[src/rtl/core/sast_pkg.sv]
package sast_pkg;

    // Table geometry.
    localparam int BUCKETS_DEF = 4096;
    localparam int WAYS        = 4;
    localparam int WAY_W       = 2;

    // Configuration reset value.
    localparam logic [14:0] MATE_RESET = 15'd29000;

    // Item kinds.
    localparam logic [1:0] KIND_PROBE = 2'd0;
    localparam logic [1:0] KIND_STORE = 2'd1;
    localparam logic [1:0] KIND_QUERY = 2'd2;

    // Bound types.
    localparam logic [1:0] FLAG_EXACT = 2'd0;
    localparam logic [1:0] FLAG_UPPER = 2'd1;
    localparam logic [1:0] FLAG_LOWER = 2'd2;

    // One way of a bucket.
    typedef struct packed {
        logic [63:0]        tag;
        logic signed [7:0]  depth;
        logic signed [15:0] score;
        logic [1:0]         flag;
        logic [15:0]        move;
    } way_t;

    typedef way_t [WAYS-1:0] row_t;

    localparam way_t WAY_RESET = '{
        tag:   64'd0,
        depth: -8'sd1,
        score: 16'sd0,
        flag:  FLAG_EXACT,
        move:  16'd0
    };

    // Controller to datapath commands.
    typedef struct packed {
        logic clear_en;
        logic capture;
        logic finish;
    } dp_cmd_t;

    // Datapath to controller status.
    typedef struct packed {
        logic clear_last;
    } dp_sts_t;

endpackage

[src/rtl/core/sast_ctrl.sv]
module sast_ctrl (
    input  logic              aclk,
    input  logic              aresetn,
    input  logic              s_valid,
    output logic              s_ready,
    output logic              m_valid,
    input  logic              m_ready,
    output sast_pkg::dp_cmd_t cmd,
    input  sast_pkg::dp_sts_t sts
);
    import sast_pkg::*;

    localparam logic [1:0] ST_CLEAR = 2'd0;
    localparam logic [1:0] ST_IDLE  = 2'd1;
    localparam logic [1:0] ST_LOOK  = 2'd2;

    logic [1:0] state_reg;
    logic [1:0] state_next;
    logic       out_valid_reg;
    logic       out_valid_next;

    // Commands to the datapath.
    always_comb begin
        cmd.clear_en = (state_reg == ST_CLEAR);
        cmd.capture  = (state_reg == ST_IDLE) && s_valid;
        cmd.finish   = (state_reg == ST_LOOK) && (!out_valid_reg || m_ready);
    end

    // Next state: clear the table, then take one item at a time.
    always_comb begin
        state_next = state_reg;
        case (state_reg)
            ST_CLEAR: begin
                if (sts.clear_last) begin
                    state_next = ST_IDLE;
                end
            end
            ST_IDLE: begin
                if (s_valid) begin
                    state_next = ST_LOOK;
                end
            end
            ST_LOOK: begin
                if (cmd.finish) begin
                    state_next = ST_IDLE;
                end
            end
            default: begin
                state_next = ST_CLEAR;
            end
        endcase
    end

    // The result stays valid until it is taken; a new one can replace it then.
    always_comb begin
        if (cmd.finish) begin
            out_valid_next = 1'b1;
        end else if (m_ready) begin
            out_valid_next = 1'b0;
        end else begin
            out_valid_next = out_valid_reg;
        end
    end

    always_ff @(posedge aclk) begin
        if (!aresetn) begin
            state_reg     <= ST_CLEAR;
            out_valid_reg <= 1'b0;
        end else begin
            state_reg     <= state_next;
            out_valid_reg <= out_valid_next;
        end
    end

    assign s_ready = (state_reg == ST_IDLE);
    assign m_valid = out_valid_reg;

endmodule

[config.mk]
export PLATFORM = sky130hd
export DESIGN_NAME = sast_ctrl
export DESIGN_NICKNAME = d
export VERILOG_FILES = /design/src/rtl/core/sast_pkg.sv /design/src/rtl/core/sast_ctrl.sv
export SDC_FILE = /design/constraint.sdc
export NUM_CORES = 1
export LEC_CHECK = 0
export BUFFER_PORTS_ARGS = -buffer_cell sky130_fd_sc_hd__buf_2
export CAP_MARGIN = 20
export CORE_AREA = 2 2 39 41
export CTS_BUF_LIST = sky130_fd_sc_hd__clkbuf_2
export CTS_CLUSTER_SIZE = 24
export DETAILED_ROUTE_END_ITERATION = 8
export DIE_AREA = 0 0 41 43
export GPL_ROUTABILITY_DRIVEN = 0
export MAX_ROUTING_LAYER = met4
export RECOVER_POWER = 50
export SYNTH_ARGS = -nofsm -noshare
export SYNTH_HDL_FRONTEND = slang
export SYNTH_SLANG_ARGS = --single-unit
[constraint.sdc]
create_clock -name aclk -period 0.9 [get_ports aclk]
set_clock_uncertainty 0.1 [all_clocks]
set_input_delay 0.18 -clock aclk [delete_from_list [all_inputs] [get_ports aclk]]
set_output_delay 0.18 -clock aclk [all_outputs]
set_load 0.005 [all_outputs]
==> flow_summary.ini <==
[clock_network]
cts_tree = built
worstSkewPairLatency_ns = 0.20
cts_buffer_depth = 2
clock_sinks = 3
clkTransAtPathRegs_ns = 0.04
root_buffer = clkbuf_2
cts_buffers = 3
h-tree-depth = 1

[timing]
drv_slew = 0
rsz0062_at_grt = true
finalSetupViolCount = 7
setup_slack_ns = -0.2913
slew_headroom_pct = 80.59
fin_crit_sh_pct = 132.4
fmax_mhz = 839.4
finalHoldViolations = 0
period_needed_ns = 1.191
worst_slew_pin_slew_ns = 0.2873

[grt]
grt_pass1_wl_microns = 662
grt_usage_pct = 6.674
overflow = 0
antenna_found_initial = 0
grt_max_degree = 8
grt_pass1_vias = 176

[worst_setup_path]
reg2reg_depth = 2
arrival_ns = 0.91
startpoint = state_reg[1]
cp_max_fo = 7
rrSetupSlack_ns = -0.12
cp-endpoint = cmd[1]
cp-start-kind = flip-flop
reg2reg_to = state_reg[1]
r2r-start = m_valid
required_ns = 0.62
end_kind = primary output
crit_type = flip-flop to primary output

[logic_synthesis]
synth_area_sq_um = 173.9
ys_seq_area_share_pct = 34.53
yosys.area.top_type = dfxtp_1
synth_top_area_share_pct = 34.53
synthTopCellsByCount = dfxtp_1 (3), nand2b_1 (2), nor2_1 (2)
syn_inst = 18
async_flop_share_pct = 0
synth_area_leaders = dfxtp_1 (35%), o41ai_2 (9.4%), nand2b_1 (7.2%)
synth.ff_latch_count = 3
synth_enable_flop_cells = 0
yosysMostFrequentCell = dfxtp_1
syn_nets = 23
yosysUniqueCellTypes = 14
synth_area_per_cell_sq_um = 9.662
synth_ff_type = dfxtp_1
yosysWarningCount = 0

[routing]
wl_met3_microns = 33
final_antenna_net_count = 0
drt_iter0_drc = 2
remaining_drc_errors = 0
wl_microns = 411
vias = 173
via_per_inst = 3.604
drtPass1Iterations = 3
top_layer_used = met3
routedWlPerCell_microns = 8.563
route.met2.wl_microns = 217
drt-met1-wl_microns = 160

[status]
status = finished with violations
violations = negative setup slack

[layout]
largest_register_ffs = 2
n_antenna_cell = 0
syn2layout_area_growth_pct = 68.35
design_area_sq_um = 292.8
nets = 38
final_core_util_pct = 21.16
drive_gt1_share_pct = 65.63

[pwr]
leakage_nw = 0.1443
ir_drop_mv = 0.3064
power_mw = 0.3990
power_density_mw_per_mm2 = 1363

[worst_hold_path]
min_path_type = primary input to flip-flop
hp-start = aresetn

[floorplanning]
core_area_sq_mm = 0.001384
die-area_sq_mm = 0.001763
die_width_microns = 41
placement_rows = 14
start_util_pct = 12.57
ios = 10
die_h_microns = 43

[place]
io_buffers = 9
hpwl_microns = 333
detailed_place.area_sq_um = 251.5

[run]
drv_cap = 0
==> power breakdown <==
group | leakage (nW) | total, mW | internal, mW | switching (mW)
Combinational | 0.101 | 0.0652 | 0.0424 | 0.0227
Clock | 0.0166 | 0.181 | 0.117 | 0.0643
Sequential | 0.0264 | 0.152 | 0.140 | 0.0121
==> cells by family (layout without fill, tap and decap cells) <==
logic type | Yosys count | in the layout | synth area share [%]
flops | 3 | 3 | 34.53
simple gates | 10 | 10 | 42.45
buf+inv | 2 | 16 | 6.474
compound gates | 3 | 3 | 16.55
==> through the flow <==
stage | setup WS, ns | setup TNS (ns) | hold slack, ns | cells
after detailed placement | -0.1410 | -0.3367 | 0.3400 | 43
after floorplan | -0.04345 | -0.08391 | 0.1967 | 18
after global placement | -0.08103 | -0.2897 | 0.3218 | 43
after global routing | -0.3610 | -1.898 | 0.1145 | 48
after CTS | -0.3075 | -1.509 | 0.1206 | 48
final | -0.2913 | -1.401 | 0.1277 | 48
==> critical path, stage by stage (launching register included) <==
cell and delay, ns:
dfxtp_4 0.37, and3b_2 0.22, buf_2 0.12
==> repair_timing <==
item	in CTS	in global routing
setup buffers	1	0
hold buffers	0	0
resized for setup	4	0
setup endpoints to repair	7	7
pin swaps	1	1
==> layout by cell type, fill, tap and decap left out <==
cell type,instances
nand2b_1,1
nor2b_1,1
nand4bb_1,1
nor4bb_1,1
buf_4,1
inv_1,1
o41ai_2,1
nand2b_4,1
buf_6,2
and3b_2,1
and2b_1,1
buf_2,8
clkbuf_2,4
nor2_1,2
and3b_1,1
o21a_1,1
a21oi_1,1
dfxtp_4,2
dfxtp_2,1
==> how the worst min path moves through the flow <==
stage                         to  cells past startpoint  slack (ns)
CTS                 state_reg[1]                      2        0.12
global placement    state_reg[1]                      2        0.32
global route        state_reg[1]                      2        0.11
detailed placement  state_reg[1]                      2        0.34
finish              state_reg[1]                      2        0.13
floorplan           state_reg[1]                      1        0.20
==> per-layer routing <==
metal	GRT usage, %	up-vias
met5	-	-
li1	-	91
met4	6.000	0
met2	9.375	5
met1	4.473	77
met3	6.283	0
==> area by class of cell <==
type / instances / area (sq um)
fill: 162 / 1091
multi-input combinational: 13 / 110.1
timing repair buffer: 11 / 70.07
sequential: 3 / 68.82
clock buffer: 4 / 20.02
tap: 16 / 20.02
inverter: 1 / 3.754
No activity file was read; power rests on OpenSTA's default activity.
